===== config.mk =====
export PLATFORM = sky130hd
export DESIGN_NAME = inverter_poll_frame_master_top_flat
export DESIGN_NICKNAME = d
export VERILOG_FILES = /design/src/ipfm_pkg.sv /design/src/ipfm_req_if.sv /design/src/ipfm_rsp_if.sv /design/src/ipfm_csr_if.sv /design/src/inverter_poll_frame_master_top.sv /design/src/flat_wrapper.sv
export SDC_FILE = /design/constraint.sdc
export NUM_CORES = 1
export LEC_CHECK = 0
export ABC_AREA = 1
export BUFFER_PORTS_ARGS = -buffer_cell sky130_fd_sc_hd__buf_2
export CORE_MARGIN = 5
export CORE_UTILIZATION = 55
export CTS_CLUSTER_SIZE = 12
export DETAILED_ROUTE_END_ITERATION = 6
export HOLD_SLACK_MARGIN = 0.1
export PLACE_DENSITY = 0.77
export SETUP_SLACK_MARGIN = 0.5
export SLEW_MARGIN = 20
export SYNTH_ARGS = -nofsm -noshare
export SYNTH_HDL_FRONTEND = slang
export SYNTH_SLANG_ARGS = --single-unit

===== constraint.sdc =====
create_clock -name clock -period 4.1 [get_ports clock]
set_input_delay 0.41 -clock clock [delete_from_list [all_inputs] [get_ports clock]]
set_output_delay 0.41 -clock clock [all_outputs]
set_load 0.01 [all_outputs]

===== src/ipfm_pkg.sv =====
// ----------------------------------------------------------------------------
// ipfm_pkg
// shared constants, codes and frame tables of the inverter poll frame master
// ----------------------------------------------------------------------------
package ipfm_pkg;

   localparam int NUM_GROUPS  = 6;
   localparam int FRAME_BYTES = 15;

   localparam logic [7:0] CH_ENQ    = 8'h05;
   localparam logic [7:0] CH_EOT    = 8'h04;
   localparam logic [7:0] CH_ACK    = 8'h06;
   localparam logic [7:0] CH_R      = 8'h52;
   localparam logic [7:0] CH_ZERO   = 8'h30;
   localparam logic [7:0] CH_HEX_LC = 8'h57;
   localparam logic [7:0] CH_BAD_ID = 8'hFF;

   localparam logic ACT_REQUEST = 1'b0;
   localparam logic ACT_RX      = 1'b1;

   localparam logic KIND_TX      = 1'b0;
   localparam logic KIND_VERDICT = 1'b1;

   typedef enum logic [1:0] {
      VERDICT_OK     = 2'd0,
      VERDICT_HEADER = 2'd1,
      VERDICT_PARAM  = 2'd2,
      VERDICT_SUM    = 2'd3
   } verdict_type;

   function automatic logic [7:0] id_digit(input logic [3:0] nib);
      return (nib <= 4'd9) ? (CH_ZERO + {4'd0, nib}) : CH_BAD_ID;
   endfunction

   function automatic logic [7:0] hex_lower(input logic [3:0] nib);
      return (nib < 4'd10) ? (CH_ZERO + {4'd0, nib}) : (CH_HEX_LC + {4'd0, nib});
   endfunction

   function automatic logic [7:0] group_echo(input logic [2:0] grp, input logic [1:0] k);
      logic [31:0] row;
      case (grp)
         3'd0:    row = 32'h30303034;
         3'd1:    row = 32'h30303230;
         3'd2:    row = 32'h30303530;
         3'd3:    row = 32'h30303630;
         3'd4:    row = 32'h30316530;
         3'd5:    row = 32'h30303730;
         default: row = 32'h30303030;
      endcase
      return row[8'(31 - 8 * int'(k)) -: 8];
   endfunction

   function automatic logic [7:0] group_count(input logic [2:0] grp, input logic k);
      logic [15:0] row;
      case (grp)
         3'd0:    row = 16'h3034;
         3'd1:    row = 16'h3032;
         3'd2:    row = 16'h3037;
         3'd3:    row = 16'h3038;
         3'd4:    row = 16'h3033;
         3'd5:    row = 16'h3034;
         default: row = 16'h3030;
      endcase
      return k ? row[7:0] : row[15:8];
   endfunction

   function automatic logic [5:0] group_sum_at(input logic [2:0] grp);
      logic [5:0] n;
      case (grp)
         3'd0:    n = 6'd24;
         3'd1:    n = 6'd16;
         3'd2:    n = 6'd36;
         3'd3:    n = 6'd40;
         3'd4:    n = 6'd20;
         3'd5:    n = 6'd24;
         default: n = 6'd24;
      endcase
      return n;
   endfunction

endpackage


===== src/ipfm_req_if.sv =====
// ----------------------------------------------------------------------------
// ipfm_req_if
// request channel: send command or one received response byte
// ----------------------------------------------------------------------------
interface ipfm_req_if;
   logic       valid;
   logic       ready;
   logic       action;
   logic [2:0] parameter_req;
   logic [7:0] rx_byte;

   modport source (output valid, action, parameter_req, rx_byte, input ready);
   modport sink   (input valid, action, parameter_req, rx_byte, output ready);
endinterface


===== src/ipfm_rsp_if.sv =====
// ----------------------------------------------------------------------------
// ipfm_rsp_if
// result channel: transmit frame bytes and reply verdicts
// ----------------------------------------------------------------------------
interface ipfm_rsp_if;
   logic       valid;
   logic       ready;
   logic       kind;
   logic [7:0] tx_byte;
   logic       last;
   logic [1:0] verdict;

   modport source (output valid, kind, tx_byte, last, verdict, input ready);
   modport sink   (input valid, kind, tx_byte, last, verdict, output ready);
endinterface


===== src/ipfm_csr_if.sv =====
// ----------------------------------------------------------------------------
// ipfm_csr_if
// configuration write channel for the station id register
// ----------------------------------------------------------------------------
interface ipfm_csr_if;
   logic       valid;
   logic       ready;
   logic [7:0] data;

   modport source (output valid, data, input ready);
   modport sink   (input valid, data, output ready);
endinterface


===== src/inverter_poll_frame_master_top.sv =====
// ----------------------------------------------------------------------------
// inverter_poll_frame_master_top
// master side of an ascii inverter polling link: frame builder and reply check
// ----------------------------------------------------------------------------
// A send command produces a 15-beat request frame on the result channel, one
// beat per cycle while the sink keeps taking them; the input channel is held
// off during beats 1 to 14. A received reply byte is checked in the cycle it
// is accepted, one byte per cycle while the result register can load, and
// the verdict beat comes out of the result register on the next cycle after
// the last checksum character. Stray bytes and unknown groups are taken and
// dropped. The station id may only be written while no frame or reply is open.
module inverter_poll_frame_master_top
   import ipfm_pkg::*;
(
   input  logic        clock,
   input  logic        reset,
   ipfm_req_if.sink    req_chan,
   ipfm_rsp_if.source  rsp_chan,
   ipfm_csr_if.sink    csr_chan
);

   logic [7:0]  station_id_ff;
   logic        awaiting_ff,   awaiting_in;
   logic [2:0]  group_ff,      group_in;
   logic [5:0]  pos_ff,        pos_in;
   logic [15:0] sum_ff,        sum_in;
   logic        hdr_bad_ff,    hdr_bad_in;
   logic        grp_bad_ff,    grp_bad_in;
   logic        sum_bad_ff,    sum_bad_in;
   logic        busy_ff,       busy_in;
   logic [3:0]  tx_idx_ff,     tx_idx_in;

   logic        rsp_valid_ff,  rsp_valid_in;
   logic        rsp_kind_ff,   rsp_kind_in;
   logic [7:0]  rsp_byte_ff,   rsp_byte_in;
   logic        rsp_last_ff,   rsp_last_in;
   verdict_type rsp_verdict_ff, rsp_verdict_in;

   logic        out_load;
   logic        req_fire;
   logic        req_go;
   logic        rx_go;
   logic [7:0]  id_hi;
   logic [7:0]  id_lo;
   logic [15:0] frame_sum;
   logic [7:0]  frame_byte;
   logic [5:0]  sum_at;
   logic [5:0]  sum_ofs;
   logic [3:0]  sum_nib;
   logic        verdict_fire;
   verdict_type verdict_val;

   assign csr_chan.ready = 1'b1;

   assign out_load       = !rsp_valid_ff || rsp_chan.ready;
   assign req_chan.ready = !busy_ff && out_load;
   assign req_fire       = req_chan.valid && req_chan.ready;
   assign req_go = req_fire && (req_chan.action == ACT_REQUEST)
                   && (req_chan.parameter_req < 3'(NUM_GROUPS));
   assign rx_go  = req_fire && (req_chan.action == ACT_RX) && awaiting_ff;

   assign id_hi = id_digit(station_id_ff[7:4]);
   assign id_lo = id_digit(station_id_ff[3:0]);

   // frame sum over bytes 1..9 of the frame being sent
   assign frame_sum = 16'(id_hi) + 16'(id_lo) + 16'(CH_R)
                    + 16'(group_echo(group_ff, 2'd0)) + 16'(group_echo(group_ff, 2'd1))
                    + 16'(group_echo(group_ff, 2'd2)) + 16'(group_echo(group_ff, 2'd3))
                    + 16'(group_count(group_ff, 1'b0)) + 16'(group_count(group_ff, 1'b1));

   always_comb begin
      case (tx_idx_ff)
         4'd0:    frame_byte = CH_ENQ;
         4'd1:    frame_byte = id_hi;
         4'd2:    frame_byte = id_lo;
         4'd3:    frame_byte = CH_R;
         4'd4:    frame_byte = group_echo(group_ff, 2'd0);
         4'd5:    frame_byte = group_echo(group_ff, 2'd1);
         4'd6:    frame_byte = group_echo(group_ff, 2'd2);
         4'd7:    frame_byte = group_echo(group_ff, 2'd3);
         4'd8:    frame_byte = group_count(group_ff, 1'b0);
         4'd9:    frame_byte = group_count(group_ff, 1'b1);
         4'd10:   frame_byte = hex_lower(frame_sum[15:12]);
         4'd11:   frame_byte = hex_lower(frame_sum[11:8]);
         4'd12:   frame_byte = hex_lower(frame_sum[7:4]);
         4'd13:   frame_byte = hex_lower(frame_sum[3:0]);
         default: frame_byte = CH_EOT;
      endcase
   end

   // reply byte check
   assign sum_at  = group_sum_at(group_ff);
   assign sum_ofs = pos_ff - sum_at;

   always_comb begin
      case (sum_ofs[1:0])
         2'd0:    sum_nib = sum_ff[15:12];
         2'd1:    sum_nib = sum_ff[11:8];
         2'd2:    sum_nib = sum_ff[7:4];
         default: sum_nib = sum_ff[3:0];
      endcase
   end

   always_comb begin
      hdr_bad_in = hdr_bad_ff;
      grp_bad_in = grp_bad_ff;
      sum_bad_in = sum_bad_ff;
      sum_in     = sum_ff;
      if (pos_ff == 6'd0 && req_chan.rx_byte != CH_ACK) hdr_bad_in = 1'b1;
      if (pos_ff == 6'd1 && req_chan.rx_byte != id_hi)  hdr_bad_in = 1'b1;
      if (pos_ff == 6'd2 && req_chan.rx_byte != id_lo)  hdr_bad_in = 1'b1;
      if (pos_ff == 6'd3 && req_chan.rx_byte != CH_R)   hdr_bad_in = 1'b1;
      if (pos_ff >= 6'd4 && pos_ff <= 6'd7
          && req_chan.rx_byte != group_echo(group_ff, pos_ff[1:0])) begin
         grp_bad_in = 1'b1;
      end
      if (pos_ff >= 6'd1 && pos_ff < sum_at) sum_in = sum_ff + 16'(req_chan.rx_byte);
      if (pos_ff >= sum_at && pos_ff <= sum_at + 6'd3
          && req_chan.rx_byte != hex_lower(sum_nib)) begin
         sum_bad_in = 1'b1;
      end
      verdict_fire = (pos_ff == sum_at + 6'd3);
      if (hdr_bad_in)      verdict_val = VERDICT_HEADER;
      else if (grp_bad_in) verdict_val = VERDICT_PARAM;
      else if (sum_bad_in) verdict_val = VERDICT_SUM;
      else                 verdict_val = VERDICT_OK;
   end

   always_comb begin
      awaiting_in    = awaiting_ff;
      group_in       = group_ff;
      pos_in         = pos_ff;
      busy_in        = busy_ff;
      tx_idx_in      = tx_idx_ff;
      rsp_valid_in   = rsp_valid_ff && !rsp_chan.ready;
      rsp_kind_in    = rsp_kind_ff;
      rsp_byte_in    = rsp_byte_ff;
      rsp_last_in    = rsp_last_ff;
      rsp_verdict_in = rsp_verdict_ff;
      if (busy_ff && out_load) begin
         rsp_valid_in   = 1'b1;
         rsp_kind_in    = KIND_TX;
         rsp_byte_in    = frame_byte;
         rsp_last_in    = (tx_idx_ff == 4'(FRAME_BYTES - 1));
         rsp_verdict_in = VERDICT_OK;
         tx_idx_in      = tx_idx_ff + 4'd1;
         busy_in        = (tx_idx_ff != 4'(FRAME_BYTES - 1));
      end else if (req_go) begin
         rsp_valid_in   = 1'b1;
         rsp_kind_in    = KIND_TX;
         rsp_byte_in    = CH_ENQ;
         rsp_last_in    = 1'b0;
         rsp_verdict_in = VERDICT_OK;
         tx_idx_in      = 4'd1;
         busy_in        = 1'b1;
         awaiting_in    = 1'b1;
         group_in       = req_chan.parameter_req;
         pos_in         = 6'd0;
      end else if (rx_go) begin
         if (verdict_fire) begin
            rsp_valid_in   = 1'b1;
            rsp_kind_in    = KIND_VERDICT;
            rsp_byte_in    = 8'd0;
            rsp_last_in    = 1'b1;
            rsp_verdict_in = verdict_val;
            awaiting_in    = 1'b0;
            pos_in         = 6'd0;
         end else begin
            pos_in = pos_ff + 6'd1;
         end
      end
   end

   always_ff @(posedge clock) begin
      if (reset) begin
         station_id_ff <= 8'h01;
         awaiting_ff   <= 1'b0;
         group_ff      <= 3'd0;
         pos_ff        <= 6'd0;
         sum_ff        <= 16'd0;
         hdr_bad_ff    <= 1'b0;
         grp_bad_ff    <= 1'b0;
         sum_bad_ff    <= 1'b0;
         busy_ff       <= 1'b0;
         tx_idx_ff     <= 4'd0;
         rsp_valid_ff  <= 1'b0;
      end else begin
         if (csr_chan.valid && csr_chan.ready) station_id_ff <= csr_chan.data;
         awaiting_ff  <= awaiting_in;
         group_ff     <= group_in;
         pos_ff       <= pos_in;
         busy_ff      <= busy_in;
         tx_idx_ff    <= tx_idx_in;
         rsp_valid_ff <= rsp_valid_in;
         if (req_go) begin
            sum_ff     <= 16'd0;
            hdr_bad_ff <= 1'b0;
            grp_bad_ff <= 1'b0;
            sum_bad_ff <= 1'b0;
         end else if (rx_go) begin
            sum_ff     <= sum_in;
            hdr_bad_ff <= hdr_bad_in;
            grp_bad_ff <= grp_bad_in;
            sum_bad_ff <= sum_bad_in;
         end
      end
   end

   always_ff @(posedge clock) begin
      rsp_kind_ff    <= rsp_kind_in;
      rsp_byte_ff    <= rsp_byte_in;
      rsp_last_ff    <= rsp_last_in;
      rsp_verdict_ff <= rsp_verdict_in;
   end

   assign rsp_chan.valid   = rsp_valid_ff;
   assign rsp_chan.kind    = rsp_kind_ff;
   assign rsp_chan.tx_byte = rsp_byte_ff;
   assign rsp_chan.last    = rsp_last_ff;
   assign rsp_chan.verdict = rsp_verdict_ff;

   a_verdict_is_last: assert property (@(posedge clock) disable iff (reset)
      rsp_valid_ff && rsp_kind_ff == KIND_VERDICT |-> rsp_last_ff)
      else $error("verdict beat without last");

   a_request_opens_reply: assert property (@(posedge clock) disable iff (reset)
      req_go |=> awaiting_ff && busy_ff && pos_ff == 6'd0)
      else $error("request did not open reply check");

   a_pos_in_range: assert property (@(posedge clock) disable iff (reset)
      pos_ff <= 6'd43)
      else $error("reply byte position out of range");

   a_no_verdict_while_sending: assert property (@(posedge clock) disable iff (reset)
      busy_ff && rsp_valid_ff |-> rsp_kind_ff == KIND_TX)
      else $error("verdict beat inside request frame");

endmodule


===== src/flat_wrapper.sv =====
// flat-port wrapper written by rule: the top's interface ports become plain ports
module inverter_poll_frame_master_top_flat import ipfm_pkg::*;
  (clock, reset, req_chan_valid, req_chan_action, req_chan_parameter_req, req_chan_rx_byte, req_chan_ready, rsp_chan_valid, rsp_chan_kind, rsp_chan_tx_byte, rsp_chan_last, rsp_chan_verdict, rsp_chan_ready, csr_chan_valid, csr_chan_data, csr_chan_ready);
  ipfm_req_if req_chan_i ();
  ipfm_rsp_if rsp_chan_i ();
  ipfm_csr_if csr_chan_i ();
  input  logic clock;
  input  logic reset;
  input wire logic [$bits(req_chan_i.valid)-1:0] req_chan_valid;
  input wire logic [$bits(req_chan_i.action)-1:0] req_chan_action;
  input wire logic [$bits(req_chan_i.parameter_req)-1:0] req_chan_parameter_req;
  input wire logic [$bits(req_chan_i.rx_byte)-1:0] req_chan_rx_byte;
  output wire logic [$bits(req_chan_i.ready)-1:0] req_chan_ready;
  output wire logic [$bits(rsp_chan_i.valid)-1:0] rsp_chan_valid;
  output wire logic [$bits(rsp_chan_i.kind)-1:0] rsp_chan_kind;
  output wire logic [$bits(rsp_chan_i.tx_byte)-1:0] rsp_chan_tx_byte;
  output wire logic [$bits(rsp_chan_i.last)-1:0] rsp_chan_last;
  output wire logic [$bits(rsp_chan_i.verdict)-1:0] rsp_chan_verdict;
  input wire logic [$bits(rsp_chan_i.ready)-1:0] rsp_chan_ready;
  input wire logic [$bits(csr_chan_i.valid)-1:0] csr_chan_valid;
  input wire logic [$bits(csr_chan_i.data)-1:0] csr_chan_data;
  output wire logic [$bits(csr_chan_i.ready)-1:0] csr_chan_ready;
  assign req_chan_i.valid = req_chan_valid;
  assign req_chan_i.action = req_chan_action;
  assign req_chan_i.parameter_req = req_chan_parameter_req;
  assign req_chan_i.rx_byte = req_chan_rx_byte;
  assign req_chan_ready = req_chan_i.ready;
  assign rsp_chan_valid = rsp_chan_i.valid;
  assign rsp_chan_kind = rsp_chan_i.kind;
  assign rsp_chan_tx_byte = rsp_chan_i.tx_byte;
  assign rsp_chan_last = rsp_chan_i.last;
  assign rsp_chan_verdict = rsp_chan_i.verdict;
  assign rsp_chan_i.ready = rsp_chan_ready;
  assign csr_chan_i.valid = csr_chan_valid;
  assign csr_chan_i.data = csr_chan_data;
  assign csr_chan_ready = csr_chan_i.ready;
  inverter_poll_frame_master_top u_core (.clock(clock), .reset(reset), .req_chan(req_chan_i), .rsp_chan(rsp_chan_i), .csr_chan(csr_chan_i));
endmodule

==> flow_metrics.env <==
export IMPL_drc=0
export IMPL_design_die_area_um2=10600
export IMPL_io_buffers=38
export IMPL_die_w_um=103
export IMPL_cp_end_kind="register"
export IMPL_clkTransAtPathRegs_ns=0.10
export IMPL_setup_violations_final=4
export IMPL_io_pin_count=40
export IMPL_min_period_over_period=1.02
export IMPL_antenna_found_initial=0
export IMPL_syn_nets=778
export IMPL_status="finished with violations"
export IMPL_synthCells=702
export IMPL_clkLatencyLatePin_ns=0.32
export IMPL_critPathKind="register to register"
export IMPL_fin_cells=873
export IMPL_nFillCells=776
export IMPL_post_route_min_period_ns=4.20
export IMPL_ys_warn_count=0
export IMPL_arrival_ns=4.25
export IMPL_finalWirelength_mm=12.7
export IMPL_final_layout_size_suffix_gt1_frac=0.193
export IMPL_clock_sinks=55
export IMPL_multi_input_area_um2=3260
export IMPL_fin_hold_ws_ns=0.315
export IMPL_antenna_cells=0
export IMPL_vias_per_cell=5.60
export IMPL_setup_ws_ns=-0.0984
export IMPL_rsz0062_at_grt="yes"
export IMPL_ys_ff_latch=55
export IMPL_cts_max_level=2
export IMPL_syn_area_um2=4760
export IMPL_track_usage=0.246
export IMPL_cts_buffer_depth=2
export IMPL_regArea_um2=1200
export IMPL_gp_congestion=0.982
export IMPL_crit_buf_inv=5
export IMPL_layout_commonest_cell="nand2_1"
export IMPL_cts_root_buf="clkbuf_8"
export IMPL_slew_limit_headroom=0.659
export IMPL_critPathMaxFanout=7
export IMPL_synthDistinctLibCells=51
export IMPL_failed_checks="negative setup slack"
export IMPL_p_total_uw=2090
export IMPL_crit_chain="o21ai_4 > inv_2 > nor2_4 > nand2_1 > inv_1 > nor2_1 > ha_2 > or2_4 > xnor2_2 > inv_1 > fa_1 > inv_1 > fa_1 > inv_2 > fa_2 > xor2_2 > o21ai_4 > nand2_1 > o21ai_0 > nand2_1 > o2111ai_1 > a21oi_1 > a21oi_1"
export IMPL_synth_area_per_cell_um2=6.77
export IMPL_cts_tree="done"
export IMPL_layout_area_overhead_vs_synth_pct=15.5
export IMPL_drt_iter0_markers=400
export IMPL_slowest_delay_ns=0.49
export IMPL_synth_yosys_seq_area_share=0.250
export IMPL_max_freq_ghz=0.238
export IMPL_gr_total_overflow=0
export IMPL_ir_drop_mv=0.205
export IMPL_initial_core_util=0.553
export IMPL_tightest_slew_ns=0.507
export IMPL_hp_class="input port to register"
export IMPL_drtAntennaViolNets=0
export IMPL_place_area_um2=5270
export IMPL_wl_per_cell_um=14.5
export IMPL_first_global_vias=4561
export IMPL_cp_slowest_cell="fa_1"
export IMPL_placedCellCount=861
export IMPL_grt_max_degree=18
export IMPL_cts_buffers=5
export IMPL_vias=4885
export IMPL_worstSetupStartpointType="register"
export IMPL_die_y_um=103
export IMPL_power_density_nw_per_um2=380
export IMPL_skew_ns=0.0164
export IMPL_slew_violations=0
export IMPL_critical_path_top_delay_family="adder cells"
export IMPL_rows=34
export IMPL_final_cell_mix="140 x nand2_1, 99 x inv_1, 64 x nor2_1"
export IMPL_hold_viol_final=0
export IMPL_core_area_um2=8590
export IMPL_fin_area_um2=5490
export IMPL_grt_pass1_wl_mm=21.1
export IMPL_final_nets=840
export IMPL_place_hpwl_mm=10.3
export IMPL_crit_required_ns=4.15
export IMPL_p_leak_uw=0.00260
export IMPL_dr_pass1_iters=5
export IMPL_cap_violations=0
-- where the power goes --
| part | leakage (uW) | switching [uW] | internal (uW) | total (uW) |
|---|---|---|---|---|
| Sequential | 0.000463 | 18.7 | 583 | 601 |
| Combinational | 0.00209 | 672 | 498 | 1170 |
| Clock | 0.0000461 | 190 | 124 | 314 |
| Total | 0.00260 | 880 | 1200 | 2090 |
-- worst reg2reg max path, stage by stage, from the launching register on --
cell	delay (ns)
dfxtp_2	0.35
o21ai_4	0.16
inv_2	0.07
nor2_4	0.12
nand2_1	0.07
inv_1	0.05
nor2_1	0.05
ha_2	0.18
or2_4	0.25
xnor2_2	0.12
inv_1	0.06
fa_1	0.48
inv_1	0.05
fa_1	0.49
inv_2	0.05
fa_2	0.39
xor2_2	0.24
o21ai_4	0.13
nand2_1	0.10
o21ai_0	0.11
nand2_1	0.08
o2111ai_1	0.12
a21oi_1	0.15
a21oi_1	0.09
-- logic make-up after synthesis --
family / count (synthesis) / share of synthesized area
other: 1 / 0.000789
AO/OA/AOI/OAI: 152 / 0.188
buffers and inverters: 122 / 0.0979
XOR/XNOR: 15 / 0.0292
flip-flops: 55 / 0.250
adder cells (fa/ha/maj): 51 / 0.145
AND/OR/NAND/NOR: 306 / 0.289
-- per-stage QoR --
stage / setup WS, ns / util / setup TNS [ns]
floorplan: 0.0389 / - / 0
global placement: -0.00327 / 0.613 / -0.00327
detailed placement: -0.0876 / 0.613 / -0.259
CTS: -0.0589 / 0.634 / -0.179
global route: -0.358 / 0.639 / -1.49
finish: -0.0984 / 0.639 / -0.189
-- registers in the layout, summed over array words and instances (netlist names), 2 cells and up --
signal and count:
u_core.rsp_chan.tx_byte 8, u_core.rsp_chan.verdict 2, u_core.station_id_ff 8, u_core.pos_ff 6, u_core.group_ff 3, u_core.tx_idx_ff 4
u_core.sum_ff 16
-- what timing repair did --
action	4_1_cts	5_1_grt
hold buffers	0	0
endpoints found under the hold margin	0	0
resized for setup	15	9
endpoints found under the setup margin	6	6
buffers inserted	4	0
pin swaps	15	7
-- path summary, 6_finish.rpt --
kind                               from                    endpoint  slack, ns  depth (start not counted)
max reg2reg     u_core.station_id_ff[2]  u_core.rsp_chan.tx_byte[1]       -0.1                         23
min reg2reg  u_core.rsp_chan.verdict[1]  u_core.rsp_chan.verdict[1]       0.48                          2
max             u_core.station_id_ff[2]  u_core.rsp_chan.tx_byte[1]       -0.1                         23
min                    csr_chan_data[0]     u_core.station_id_ff[0]       0.32                          3
-- synthesized netlist by cell type (all sizes together) --
cell / instances / share of area
xnor2: 3 / 0.0055
conb: 1 / 0.00079
nand2: 152 / 0.12
a31oi: 6 / 0.0079
o2111ai: 4 / 0.0074
or2: 6 / 0.0079
o31ai: 2 / 0.0032
o21bai: 1 / 0.0024
nor3: 16 / 0.021
o22ai: 4 / 0.0053
clkbuf: 7 / 0.0055
nand3: 36 / 0.039
buf: 3 / 0.0034
o21ai: 54 / 0.066
a211oi: 2 / 0.0032
edfxtp: 9 / 0.057
a21oi: 70 / 0.078
o211ai: 2 / 0.0032
dfxtp: 46 / 0.19
a32o: 1 / 0.0021
nand3b: 1 / 0.0016
o21a: 2 / 0.0032
xor2: 12 / 0.024
inv: 112 / 0.089
ha: 44 / 0.12
nand4: 11 / 0.014
nor4: 5 / 0.0066
nor2: 78 / 0.072
a21o: 1 / 0.0016
fa: 7 / 0.029
o31a: 1 / 0.0018
nor3b: 1 / 0.0016
a211o: 1 / 0.0018
o221ai: 1 / 0.0018
-- metal layers --
layer	wire (um)	track usage	vias to the layer above	share of wire
met2	5620	0.391	239	0.44
met3	1190	0.0568	28	0.094
li1	-	-	2439	-
met4	226	0.0598	0	0.018
met5	0	0	-	0
met1	5660	0.340	2179	0.45
-- final cells by class --
cell class / count / share of cell area
multi-input combinational: 525 / 0.593
sequential: 55 / 0.218
inverter: 112 / 0.0770
timing repair buffer: 65 / 0.0715
tap: 108 / 0.0246
clock buffer: 6 / 0.0132
clock inverter: 2 / 0.00273
(Power assumes the default switching activity.)
